## src/pid_step_with_antiwindup_core_defines.svh

```systemverilog
// Assertion macros for the PID step core.
`ifndef PID_STEP_WITH_ANTIWINDUP_CORE_DEFINES_SVH
`define PID_STEP_WITH_ANTIWINDUP_CORE_DEFINES_SVH

// Checks that the consequent holds in the same cycle as the antecedent.
`define PIDAW_ASSERT_NOW(label, clock, resetn, ante, cons, msg) \
  label: assert property (@(posedge clock) disable iff (!resetn) (ante) |-> (cons)) \
    else $error(msg);

// Checks that the consequent holds in the cycle after the antecedent.
`define PIDAW_ASSERT_NEXT(label, clock, resetn, ante, cons, msg) \
  label: assert property (@(posedge clock) disable iff (!resetn) (ante) |=> (cons)) \
    else $error(msg);

`endif

```

## src/pidaw_pkg.sv

```systemverilog
package pidaw_pkg;

  // Field and register widths.
  localparam int unsigned DATA_W     = 32;
  localparam int unsigned CFG_IDX_W  = 3;
  localparam int unsigned CFG_DATA_W = 32;
  localparam int unsigned PERIOD_W   = 20;
  localparam int unsigned SUM_W      = 48;
  localparam int unsigned TERM_W     = 62;

  // Configuration register indexes.
  localparam logic [CFG_IDX_W-1:0] CFG_GAIN_P    = 3'd0;
  localparam logic [CFG_IDX_W-1:0] CFG_GAIN_I    = 3'd1;
  localparam logic [CFG_IDX_W-1:0] CFG_GAIN_D    = 3'd2;
  localparam logic [CFG_IDX_W-1:0] CFG_PERIOD    = 3'd3;
  localparam logic [CFG_IDX_W-1:0] CFG_DRIVE_MAX = 3'd4;
  localparam logic [CFG_IDX_W-1:0] CFG_DRIVE_MIN = 3'd5;

  // Timing constants in microseconds.
  localparam logic [PERIOD_W-1:0] DEFAULT_PERIOD_US = 20'd1000;
  localparam logic [PERIOD_W-1:0] US_PER_S          = 20'd1000000;

  // Each term magnitude saturates at 2^61.
  localparam logic [TERM_W-1:0] TERM_CAP = {1'b1, 61'd0};

  // Input item: setpoint and measurement, signed Q16.16.
  typedef struct packed {
    logic signed [DATA_W-1:0] setpoint;
    logic signed [DATA_W-1:0] measured;
  } pidaw_in_t;

  // Result item: controller drive and clamp flag.
  typedef struct packed {
    logic signed [DATA_W-1:0] drive;
    logic                     limited;
  } pidaw_out_t;

endpackage

```

## src/pid_step_with_antiwindup_core.sv

```systemverilog
// PID controller step with anti-windup clamp, all values signed Q16.16. Each input item
// (setpoint, measured) yields exactly one result item (drive, limited). The error is added
// to a saturating 48-bit integral; the drive is gain_p*err + gain_i*sum*T + gain_d*der/T
// with T = period_us/1e6 (period_us = 0 selects 1000 us), saturated to 32 bits and, when
// drive_max > drive_min, clamped to the limits with the step's error backed out of the
// integral if it pushed toward the violated limit. All multiplies and divides run through one
// shared 100-bit shift-add/subtract unit that handles one multiplier bit or one quotient bit per
// cycle. in_stall is high from acceptance until the result is registered; the next item is
// accepted the cycle after the result is registered, even if the result is still waiting to
// be taken. Configuration must be written only while the block is idle; the block itself does
// not enforce this. Writes to indexes 6 and 7 are ignored.
`include "pid_step_with_antiwindup_core_defines.svh"

module pid_step_with_antiwindup_core (
  input  logic                                  clk,
  input  logic                                  rst_n,
  input  logic                                  in_valid,
  output logic                                  in_stall,
  input  pidaw_pkg::pidaw_in_t                  in_data,
  output logic                                  out_valid,
  input  logic                                  out_stall,
  output pidaw_pkg::pidaw_out_t                 out_data,
  input  logic                                  cfg_we,
  input  logic [pidaw_pkg::CFG_IDX_W-1:0]       cfg_index,
  input  logic [pidaw_pkg::CFG_DATA_W-1:0]      cfg_data
);

  // Sequencer states.
  localparam logic [2:0] S_IDLE = 3'd0;
  localparam logic [2:0] S_LOAD = 3'd1;
  localparam logic [2:0] S_MUL1 = 3'd2;
  localparam logic [2:0] S_MUL2 = 3'd3;
  localparam logic [2:0] S_CHK  = 3'd4;
  localparam logic [2:0] S_DIV  = 3'd5;
  localparam logic [2:0] S_ADD  = 3'd6;
  localparam logic [2:0] S_FIN  = 3'd7;

  // Term being computed.
  localparam logic [1:0] TERM_P = 2'd0;
  localparam logic [1:0] TERM_I = 2'd1;
  localparam logic [1:0] TERM_D = 2'd2;

  // Saturate a 49-bit sum to the signed 48-bit integral range.
  function automatic logic [47:0] sat48(input logic [48:0] v);
    logic [47:0] r;
    if (v[48] != v[47]) begin
      r = v[48] ? {1'b1, 47'd0} : {1'b0, {47{1'b1}}};
    end else begin
      r = v[47:0];
    end
    return r;
  endfunction

  function automatic logic [31:0] mag32(input logic [31:0] v);
    return v[31] ? (~v + 32'd1) : v;
  endfunction

  function automatic logic [32:0] mag33(input logic [32:0] v);
    return v[32] ? (~v + 33'd1) : v;
  endfunction

  function automatic logic [47:0] mag48(input logic [47:0] v);
    return v[47] ? (~v + 48'd1) : v;
  endfunction

  // Configuration registers.
  logic signed [31:0] gain_p_r, gain_p_nxt;
  logic signed [31:0] gain_i_r, gain_i_nxt;
  logic signed [31:0] gain_d_r, gain_d_nxt;
  logic [19:0]        period_r, period_nxt;
  logic signed [31:0] drive_max_r, drive_max_nxt;
  logic signed [31:0] drive_min_r, drive_min_nxt;

  // Controller state.
  logic signed [47:0] error_sum_r, error_sum_nxt;
  logic signed [31:0] prev_error_r, prev_error_nxt;

  // Sequencer and datapath registers.
  logic [2:0]         state_r, state_nxt;
  logic [1:0]         tsel_r, tsel_nxt;
  logic [5:0]         cnt_r, cnt_nxt;
  logic signed [63:0] acc_r, acc_nxt;
  logic [99:0]        prod_r, prod_nxt;
  logic [79:0]        mcand_r, mcand_nxt;
  logic [31:0]        mplier_r, mplier_nxt;
  logic [19:0]        rem_r, rem_nxt;
  logic               neg_r, neg_nxt;
  logic signed [31:0] err_r, err_nxt;
  logic signed [32:0] der_r, der_nxt;

  // Output register.
  logic               out_valid_r, out_valid_nxt;
  logic signed [31:0] drive_r, drive_nxt;
  logic               limited_r, limited_nxt;

  // Shared unit and helpers.
  logic [99:0]        alu_a, alu_b, alu_sum;
  logic               alu_cin;
  logic               alu_ge;
  logic               in_acc;
  logic [19:0]        per_eff;
  logic [19:0]        div_d;
  logic [19:0]        mul2_op;
  logic [32:0]        diff_in;
  logic signed [31:0] err_in;
  logic signed [32:0] der_in;
  logic [48:0]        sum_add;
  logic [48:0]        sum_sub;
  logic [61:0]        term_mag;
  logic [63:0]        term_u;
  logic signed [63:0] term_s;
  logic signed [31:0] drive_sat;
  logic               acc_ovf;
  logic               slot_free;

  // Conditions watched by the assertions.
  logic               start_set;
  logic               sum_quiet;
  logic               out_quiet;
  logic               div_add;
  logic               term_cap_ok;

  assign in_acc    = in_valid && !in_stall;
  assign in_stall  = (state_r != S_IDLE);
  assign slot_free = !out_valid_r || !out_stall;

  assign out_valid        = out_valid_r;
  assign out_data.drive   = drive_r;
  assign out_data.limited = limited_r;

  // Effective period, divisor and second multiplier for the current term.
  assign per_eff = (period_r == 20'd0) ? pidaw_pkg::DEFAULT_PERIOD_US : period_r;
  assign div_d   = (tsel_r == TERM_I) ? pidaw_pkg::US_PER_S : per_eff;
  assign mul2_op = (tsel_r == TERM_I) ? per_eff : pidaw_pkg::US_PER_S;

  // Error, integral update and derivative for a new item.
  assign diff_in = {in_data.setpoint[31], in_data.setpoint}
                 - {in_data.measured[31], in_data.measured};
  always_comb begin
    if (diff_in[32] != diff_in[31]) begin
      err_in = diff_in[32] ? 32'sh8000_0000 : 32'sh7FFF_FFFF;
    end else begin
      err_in = $signed(diff_in[31:0]);
    end
  end
  assign sum_add = {error_sum_r[47], error_sum_r} + {{17{err_in[31]}}, err_in};
  assign der_in  = (prev_error_r == 32'sd0) ? 33'sd0
                 : ($signed({err_in[31], err_in}) - $signed({prev_error_r[31], prev_error_r}));

  // Back-out of the current error from the integral.
  assign sum_sub = {error_sum_r[47], error_sum_r} - {{17{err_r[31]}}, err_r};

  // Shared add/subtract unit: shift-add for multiply, trial subtract for divide.
  always_comb begin
    alu_a   = 100'd0;
    alu_b   = 100'd0;
    alu_cin = 1'b0;
    case (state_r)
      S_MUL1, S_MUL2: begin
        alu_a = {prod_r[98:0], 1'b0};
        alu_b = mplier_r[31] ? {20'd0, mcand_r} : 100'd0;
      end
      S_CHK: begin
        alu_a   = {77'd0, prod_r[99:77]};
        alu_b   = ~{80'd0, div_d};
        alu_cin = 1'b1;
      end
      S_DIV: begin
        alu_a   = {79'd0, rem_r, prod_r[60]};
        alu_b   = ~{80'd0, div_d};
        alu_cin = 1'b1;
      end
      default: begin
        alu_cin = 1'b0;
      end
    endcase
  end
  assign alu_sum = alu_a + alu_b + {99'd0, alu_cin};
  assign alu_ge  = ~alu_sum[99];

  // Signed term value to accumulate.
  assign term_mag = (tsel_r == TERM_P) ? prod_r[77:16] : prod_r[61:0];
  assign term_u   = {2'b00, term_mag};
  assign term_s   = neg_r ? -$signed(term_u) : $signed(term_u);

  // Saturate the accumulated drive to 32 bits.
  assign acc_ovf = (acc_r[63:31] != {33{acc_r[63]}});
  assign drive_sat = acc_ovf ? (acc_r[63] ? 32'sh8000_0000 : 32'sh7FFF_FFFF)
                             : $signed(acc_r[31:0]);

  // Configuration writes.
  always_comb begin
    gain_p_nxt    = gain_p_r;
    gain_i_nxt    = gain_i_r;
    gain_d_nxt    = gain_d_r;
    period_nxt    = period_r;
    drive_max_nxt = drive_max_r;
    drive_min_nxt = drive_min_r;
    if (cfg_we) begin
      case (cfg_index)
        pidaw_pkg::CFG_GAIN_P:    gain_p_nxt    = $signed(cfg_data);
        pidaw_pkg::CFG_GAIN_I:    gain_i_nxt    = $signed(cfg_data);
        pidaw_pkg::CFG_GAIN_D:    gain_d_nxt    = $signed(cfg_data);
        pidaw_pkg::CFG_PERIOD:    period_nxt    = cfg_data[19:0];
        pidaw_pkg::CFG_DRIVE_MAX: drive_max_nxt = $signed(cfg_data);
        pidaw_pkg::CFG_DRIVE_MIN: drive_min_nxt = $signed(cfg_data);
        default: begin
          period_nxt = period_r;
        end
      endcase
    end
  end

  // Sequencer.
  always_comb begin
    state_nxt      = state_r;
    tsel_nxt       = tsel_r;
    cnt_nxt        = cnt_r;
    acc_nxt        = acc_r;
    prod_nxt       = prod_r;
    mcand_nxt      = mcand_r;
    mplier_nxt     = mplier_r;
    rem_nxt        = rem_r;
    neg_nxt        = neg_r;
    err_nxt        = err_r;
    der_nxt        = der_r;
    error_sum_nxt  = error_sum_r;
    prev_error_nxt = prev_error_r;
    drive_nxt      = drive_r;
    limited_nxt    = limited_r;
    out_valid_nxt  = out_valid_r && out_stall;

    case (state_r)
      S_IDLE: begin
        // Take a new item and update the integral and last error.
        if (in_acc) begin
          err_nxt        = err_in;
          der_nxt        = der_in;
          error_sum_nxt  = $signed(sat48(sum_add));
          prev_error_nxt = err_in;
          acc_nxt        = 64'sd0;
          tsel_nxt       = TERM_P;
          state_nxt      = S_LOAD;
        end
      end

      S_LOAD: begin
        // Set up magnitudes and sign of the current term.
        prod_nxt = 100'd0;
        cnt_nxt  = 6'd31;
        case (tsel_r)
          TERM_P: begin
            mcand_nxt  = {48'd0, mag32(err_r)};
            mplier_nxt = mag32(gain_p_r);
            neg_nxt    = err_r[31] ^ gain_p_r[31];
          end
          TERM_I: begin
            mcand_nxt  = {32'd0, mag48(error_sum_r)};
            mplier_nxt = mag32(gain_i_r);
            neg_nxt    = error_sum_r[47] ^ gain_i_r[31];
          end
          default: begin
            mcand_nxt  = {47'd0, mag33(der_r)};
            mplier_nxt = mag32(gain_d_r);
            neg_nxt    = der_r[32] ^ gain_d_r[31];
          end
        endcase
        state_nxt = S_MUL1;
      end

      S_MUL1: begin
        // Multiply by the gain magnitude, one bit per cycle, MSB first.
        prod_nxt   = alu_sum;
        mplier_nxt = {mplier_r[30:0], 1'b0};
        cnt_nxt    = cnt_r - 6'd1;
        if (cnt_r == 6'd0) begin
          if (tsel_r == TERM_P) begin
            state_nxt = S_ADD;
          end else begin
            mcand_nxt  = alu_sum[79:0];
            prod_nxt   = 100'd0;
            mplier_nxt = {mul2_op, 12'd0};
            cnt_nxt    = 6'd19;
            state_nxt  = S_MUL2;
          end
        end
      end

      S_MUL2: begin
        // Multiply by the period or by one million.
        prod_nxt   = alu_sum;
        mplier_nxt = {mplier_r[30:0], 1'b0};
        cnt_nxt    = cnt_r - 6'd1;
        if (cnt_r == 6'd0) begin
          state_nxt = S_CHK;
        end
      end

      S_CHK: begin
        // After the 2^16 scaling, a quotient of 2^61 or more saturates at once.
        if (alu_ge) begin
          prod_nxt  = {38'd0, pidaw_pkg::TERM_CAP};
          state_nxt = S_ADD;
        end else begin
          rem_nxt   = prod_r[96:77];
          prod_nxt  = {39'd0, prod_r[76:16]};
          cnt_nxt   = 6'd60;
          state_nxt = S_DIV;
        end
      end

      S_DIV: begin
        // Restoring division, one quotient bit per cycle.
        rem_nxt  = alu_ge ? alu_sum[19:0] : {rem_r[18:0], prod_r[60]};
        prod_nxt = {39'd0, prod_r[59:0], alu_ge};
        cnt_nxt  = cnt_r - 6'd1;
        if (cnt_r == 6'd0) begin
          state_nxt = S_ADD;
        end
      end

      S_ADD: begin
        // Accumulate the signed term and move to the next one.
        acc_nxt = acc_r + term_s;
        if (tsel_r == TERM_D) begin
          state_nxt = S_FIN;
        end else begin
          tsel_nxt  = tsel_r + 2'd1;
          state_nxt = S_LOAD;
        end
      end

      S_FIN: begin
        // Once the output slot is free, clamp, back out the error if needed and register the result.
        if (slot_free) begin
          drive_nxt     = drive_sat;
          limited_nxt   = 1'b0;
          out_valid_nxt = 1'b1;
          state_nxt     = S_IDLE;
          if (drive_max_r > drive_min_r) begin
            if (drive_sat > drive_max_r) begin
              drive_nxt   = drive_max_r;
              limited_nxt = 1'b1;
              if (err_r > 32'sd0) begin
                error_sum_nxt = $signed(sat48(sum_sub));
              end
            end else if (drive_sat < drive_min_r) begin
              drive_nxt   = drive_min_r;
              limited_nxt = 1'b1;
              if (err_r < 32'sd0) begin
                error_sum_nxt = $signed(sat48(sum_sub));
              end
            end
          end
        end
      end

      default: begin
        state_nxt = S_IDLE;
      end
    endcase
  end

  // Control state and configuration, with reset.
  always_ff @(posedge clk) begin
    if (!rst_n) begin
      state_r      <= S_IDLE;
      tsel_r       <= TERM_P;
      cnt_r        <= 6'd0;
      out_valid_r  <= 1'b0;
      error_sum_r  <= 48'sd0;
      prev_error_r <= 32'sd0;
      gain_p_r     <= 32'sd0;
      gain_i_r     <= 32'sd0;
      gain_d_r     <= 32'sd0;
      period_r     <= 20'd0;
      drive_max_r  <= 32'sd0;
      drive_min_r  <= 32'sd0;
    end else begin
      state_r      <= state_nxt;
      tsel_r       <= tsel_nxt;
      cnt_r        <= cnt_nxt;
      out_valid_r  <= out_valid_nxt;
      error_sum_r  <= error_sum_nxt;
      prev_error_r <= prev_error_nxt;
      gain_p_r     <= gain_p_nxt;
      gain_i_r     <= gain_i_nxt;
      gain_d_r     <= gain_d_nxt;
      period_r     <= period_nxt;
      drive_max_r  <= drive_max_nxt;
      drive_min_r  <= drive_min_nxt;
    end
  end

  // Datapath registers.
  always_ff @(posedge clk) begin
    acc_r     <= acc_nxt;
    prod_r    <= prod_nxt;
    mcand_r   <= mcand_nxt;
    mplier_r  <= mplier_nxt;
    rem_r     <= rem_nxt;
    neg_r     <= neg_nxt;
    err_r     <= err_nxt;
    der_r     <= der_nxt;
    drive_r   <= drive_nxt;
    limited_r <= limited_nxt;
  end

  // Conditions for the checks below.
  assign start_set   = (state_r == S_LOAD) && (tsel_r == TERM_P) && (acc_r == 64'sd0);
  assign sum_quiet   = !in_acc && (state_r != S_FIN);
  assign out_quiet   = (state_r != S_FIN) && !out_valid_r;
  assign div_add     = (state_r == S_ADD) && (tsel_r != TERM_P);
  assign term_cap_ok = (prod_r[61:0] <= pidaw_pkg::TERM_CAP);

  // An accepted item starts the proportional term with a cleared accumulator.
  `PIDAW_ASSERT_NEXT(a_start, clk, rst_n, in_acc, start_set, "item start not set up")

  // The integral changes only when an item is taken or at the final clamp step.
  `PIDAW_ASSERT_NEXT(a_sum_hold, clk, rst_n, sum_quiet, $stable(error_sum_r), "integral changed")

  // A result appears only out of the final step.
  `PIDAW_ASSERT_NEXT(a_out_src, clk, rst_n, out_quiet, !out_valid_r, "result without final step")

  // A divided term never exceeds the saturation cap.
  `PIDAW_ASSERT_NOW(a_term_cap, clk, rst_n, div_add, term_cap_ok, "term above cap")

endmodule

```

## config.mk

```make
export PLATFORM = sky130hd
export DESIGN_NAME = pid_step_with_antiwindup_core
export DESIGN_NICKNAME = d
export VERILOG_FILES = /design/src/pidaw_pkg.sv /design/src/pid_step_with_antiwindup_core.sv
export VERILOG_INCLUDE_DIRS = /design/src /design/src/src
export SDC_FILE = /design/constraint.sdc
export NUM_CORES = 2
export LEC_CHECK = 0
export BUFFER_PORTS_ARGS = -buffer_cell sky130_fd_sc_hd__clkbuf_2
export CORE_MARGIN = 1.5
export CORE_UTILIZATION = 30
export CTS_CLUSTER_DIAMETER = 40
export DETAILED_ROUTE_END_ITERATION = 8
export PLACE_DENSITY = 0.56
export SLEW_MARGIN = 20
export SYNTH_ARGS = -nofsm -noshare
export SYNTH_HDL_FRONTEND = slang
export SYNTH_SLANG_ARGS = --single-unit
```

## constraint.sdc

```tcl
create_clock -name clk -period 10.83 [get_ports clk]
set_input_delay 1.6245 -clock clk [delete_from_list [all_inputs] [get_ports clk]]
set_output_delay 1.6245 -clock clk [all_outputs]
set_load 0.1 [all_outputs]
```

==> flow_summary.json <==
{
  "grt_max_degree": 130,
  "routed_wirelength_um": 199300,
  "initial_core_util": 0.3016,
  "r2r-end": "prod_r[37]$_DFFE_PP_",
  "max_freq_ghz": 0.1083,
  "min_path_cells": 2,
  "finalCritPeriodShare": 0.8524,
  "yosysWarnings": 0,
  "critical_path_arrival_ns": 9.93,
  "grt_pass1_vias": 51560,
  "vias": 53270,
  "drive_above_1_share": 0.08579,
  "hold_end": "drive_min_r[12]$_SDFFE_PN0P_",
  "r2r-start": "state_r[1]$_SDFFE_PN0P_",
  "synth_edf_count": 395,
  "cp_data_required_time_ns": 11.53,
  "netlist_area_um2": 56590,
  "end_kind": "flop",
  "fin_area_um2": 64440,
  "max_cap_viol_count": 0,
  "cts-htree-levels": 4,
  "overflow": 0,
  "core_um2": 187600,
  "tns_ns": 0,
  "cts_max_path_buffers": 3,
  "finalSetupViolCount": 0,
  "cts_tree": "yes",
  "path_class": "input pin to flop",
  "path_max_fanout": 31,
  "reg2regPathDepth": 16,
  "finalClockSkew_ns": 0.04540,
  "rrSetupSlack_ns": 3.45,
  "slew_headroom": 0.2569,
  "rows": 159,
  "post_cts_buffers": 0,
  "cts_made_buffers": 134,
  "drv_slew": 0,
  "cts.sink_count": 667,
  "root_buffer": "clkbuf_16",
  "synth_fp_nets": 7563,
  "post_drt_wl_per_cell_um": 20.75,
  "hold_viol": 0,
  "worstHoldPathType": "flop to flop",
  "tightest_slew_ns": 1.115,
  "outcome": "finished clean",
  "ys_seq_elements": 667,
  "synthToLayoutAreaGrowth_pct": 13.87,
  "cpMostUsedCell": "o21ai_0",
  "cp-start-kind": "input pin",
  "final_common_cell": "nand2_1",
  "numPortBuffers": 138,
  "drt_iter0_drc": 4702,
  "die_height_um": 437.3,
  "holdBufCountCts": 0,
  "seq_area_frac_synth": 0.3058,
  "cts-resized-gates": 0,
  "power.density_nw_per_um2": 214.3,
  "ys.flop_type": "edfxtp_1",
  "drc": 0,
  "syn_inst": 7023,
  "crit_slowest_cell": "a2111oi_0",
  "clock_latency_ns": 0.79,
  "track_usage": 0.2018,
  "post_dp_cell_area_um2": 59790,
  "fill_cells": 19450,
  "dr.pass1.iters": 7,
  "gp_congestion": 0.9396,
  "rsz0062_at_grt": "no",
  "clk_pin_slew_ns": 0.05,
  "syn-mean-instance-area_um2": 8.058,
  "dp_hpwl_um": 150700,
  "pin_count": 139,
  "grt_pass1_wl_um": 305400,
  "synthDistinctLibCells": 95,
  "total_leakage_power_nw": 25.97,
  "grt_antenna_before_repair": 3,
  "layout_common_cells": "nand2_1, nor2_1, a21oi_1, o21ai_0, ha_1",
  "vdd_drop_max_v": 0.0001692,
  "die_w_um": 437.3,
  "vias_per_cell": 5.545,
  "async_reset_ff_frac": 0,
  "critPathLaunch": "in_data[5]",
  "critPathMaxStageDelay_ns": 0.86,
  "ant_nets": 0,
  "final_nets": 7538,
  "fin_crit_ns": 9.232,
  "min-delay-start": "drive_min_r[12]$_SDFFE_PN0P_",
  "dieArea_um2": 191200
}
## flip-flops by register name, indices dropped and copies added, names as in the netlist, 2 cells and up
register,cells
prod_r,100
mcand_r,80
acc_r,64
error_sum_r,48
der_r,33
drive_max_r,32
drive_min_r,32
drive_r,32
err_r,32
gain_d_r,32
gain_i_r,32
gain_p_r,32
mplier_r,32
prev_error_r,32
period_r,20
rem_r,20
cnt_r,6
state_r,3
tsel_r,2
## cells by family (layout without fill, tap and decap cells)
family                   after synthesis  in the layout  share of synthesized area
XOR/XNOR                             526            526                    0.08141
AND/OR/NAND/NOR                     2416           2416                     0.1956
AO/OA/AOI/OAI                       2177           2177                     0.2534
other                                  0              1                          0
buffers and inverters                687            774                    0.04614
multiplexers                         114            114                    0.02034
flip-flops                           667            667                     0.3058
adder cells (fa/ha/maj)              436            436                    0.09733
## worst max-delay path, delay by kind of cell
family                   cells  cell delay, ns
AO/OA/AOI/OAI               17            4.81
XOR/XNOR                     1            0.15
adder cells (fa/ha/maj)      3            1.11
buffers and inverters        6            1.05
AND/OR/NAND/NOR              4            1.18
## worst max-delay path by stage
stage,endpoint,slack [ns],cells after the start
finish,error_sum_r[34]$_SDFFE_PN0P_,1.60,31
global route,error_sum_r[30]$_SDFFE_PN0P_,0.80,33
CTS,error_sum_r[30]$_SDFFE_PN0P_,1.60,33
detailed placement,error_sum_r[30]$_SDFFE_PN0P_,0.83,33
global placement,error_sum_r[33]$_SDFFE_PN0P_,0.98,33
floorplan,cnt_r[2]$_SDFFE_PN0P_,1.09,6
## final cells by class
| type | instances | area (um2) | area share |
|---|---|---|---|
| antenna | 1 | 2.502 | 0.00003883 |
| clock buffer | 157 | 3543 | 0.05499 |
| clock inverter | 91 | 1066 | 0.01654 |
| inverter | 303 | 1140 | 0.01769 |
| multi-input combinational | 5669 | 36870 | 0.5721 |
| sequential | 667 | 17310 | 0.2686 |
| tap | 2495 | 3122 | 0.04845 |
| timing repair buffer | 223 | 1388 | 0.02153 |
## cell usage after synthesis, types with 33 or more instances
cell type,instances,area (um2)
nand2_1,1001,3757
nor2_1,601,2256
a21oi_1,547,2738
o21ai_0,456,2282
ha_1,429,5368
edfxtp_1,395,11860
clkbuf_1,351,1318
inv_1,301,1130
xnor2_1,299,2619
dfxtp_1,272,5445
xor2_1,227,1988
a21boi_0,199,1494
a21o_1,182,1366
nor3_1,122,610.6
and3_1,116,725.7
mux2i_1,106,1061
nand3_1,100,500.5
o21a_1,82,615.6
o31ai_1,80,600.6
nand4_1,78,488.0
nand2b_1,64,400.4
a31oi_1,60,375.4
o21bai_1,60,450.4
or3_1,58,362.9
o22ai_1,55,344.1
a221oi_1,53,464.2
nor4_1,51,319.1
a211oi_1,50,375.4
nor2b_1,45,281.5
or4_1,40,300.3
a221o_1,39,390.4
o211ai_1,39,292.8
a22oi_1,37,277.8
o221a_2,37,416.7
o41ai_1,35,306.5
or2_2,33,206.5
## metal layers
metal  wire (um)  global-route usage
met1       90030              0.2734
met2       90260              0.3266
met3       12050             0.02503
met4        6929             0.07555
met5          13                   0
## power by group
group / switching, mW / leakage [nW] / total, mW / internal, mW
clock network: 1.57 / 2.22 / 4.24 / 2.67
logic: 3.51 / 17.7 / 5.76 / 2.25
registers: 0.609 / 6.02 / 3.81 / 3.20
## metrics by stage
stage,power (mW),hold WS [ns],setup slack (ns),cells,util
final,13.81,0.4885,1.598,9606,0.3435
after global routing,14.60,0.5074,0.7965,9606,0.3435
after CTS,13.79,0.4880,1.597,9604,0.3433
after detailed placement,9.492,0.4805,0.8289,9356,0.3187
after global placement,9.428,0.4710,0.9795,9354,0.3184
after floorplan,7.783,0.4562,1.090,7023,-
Note: power is estimated with default switching activity, not from simulation.
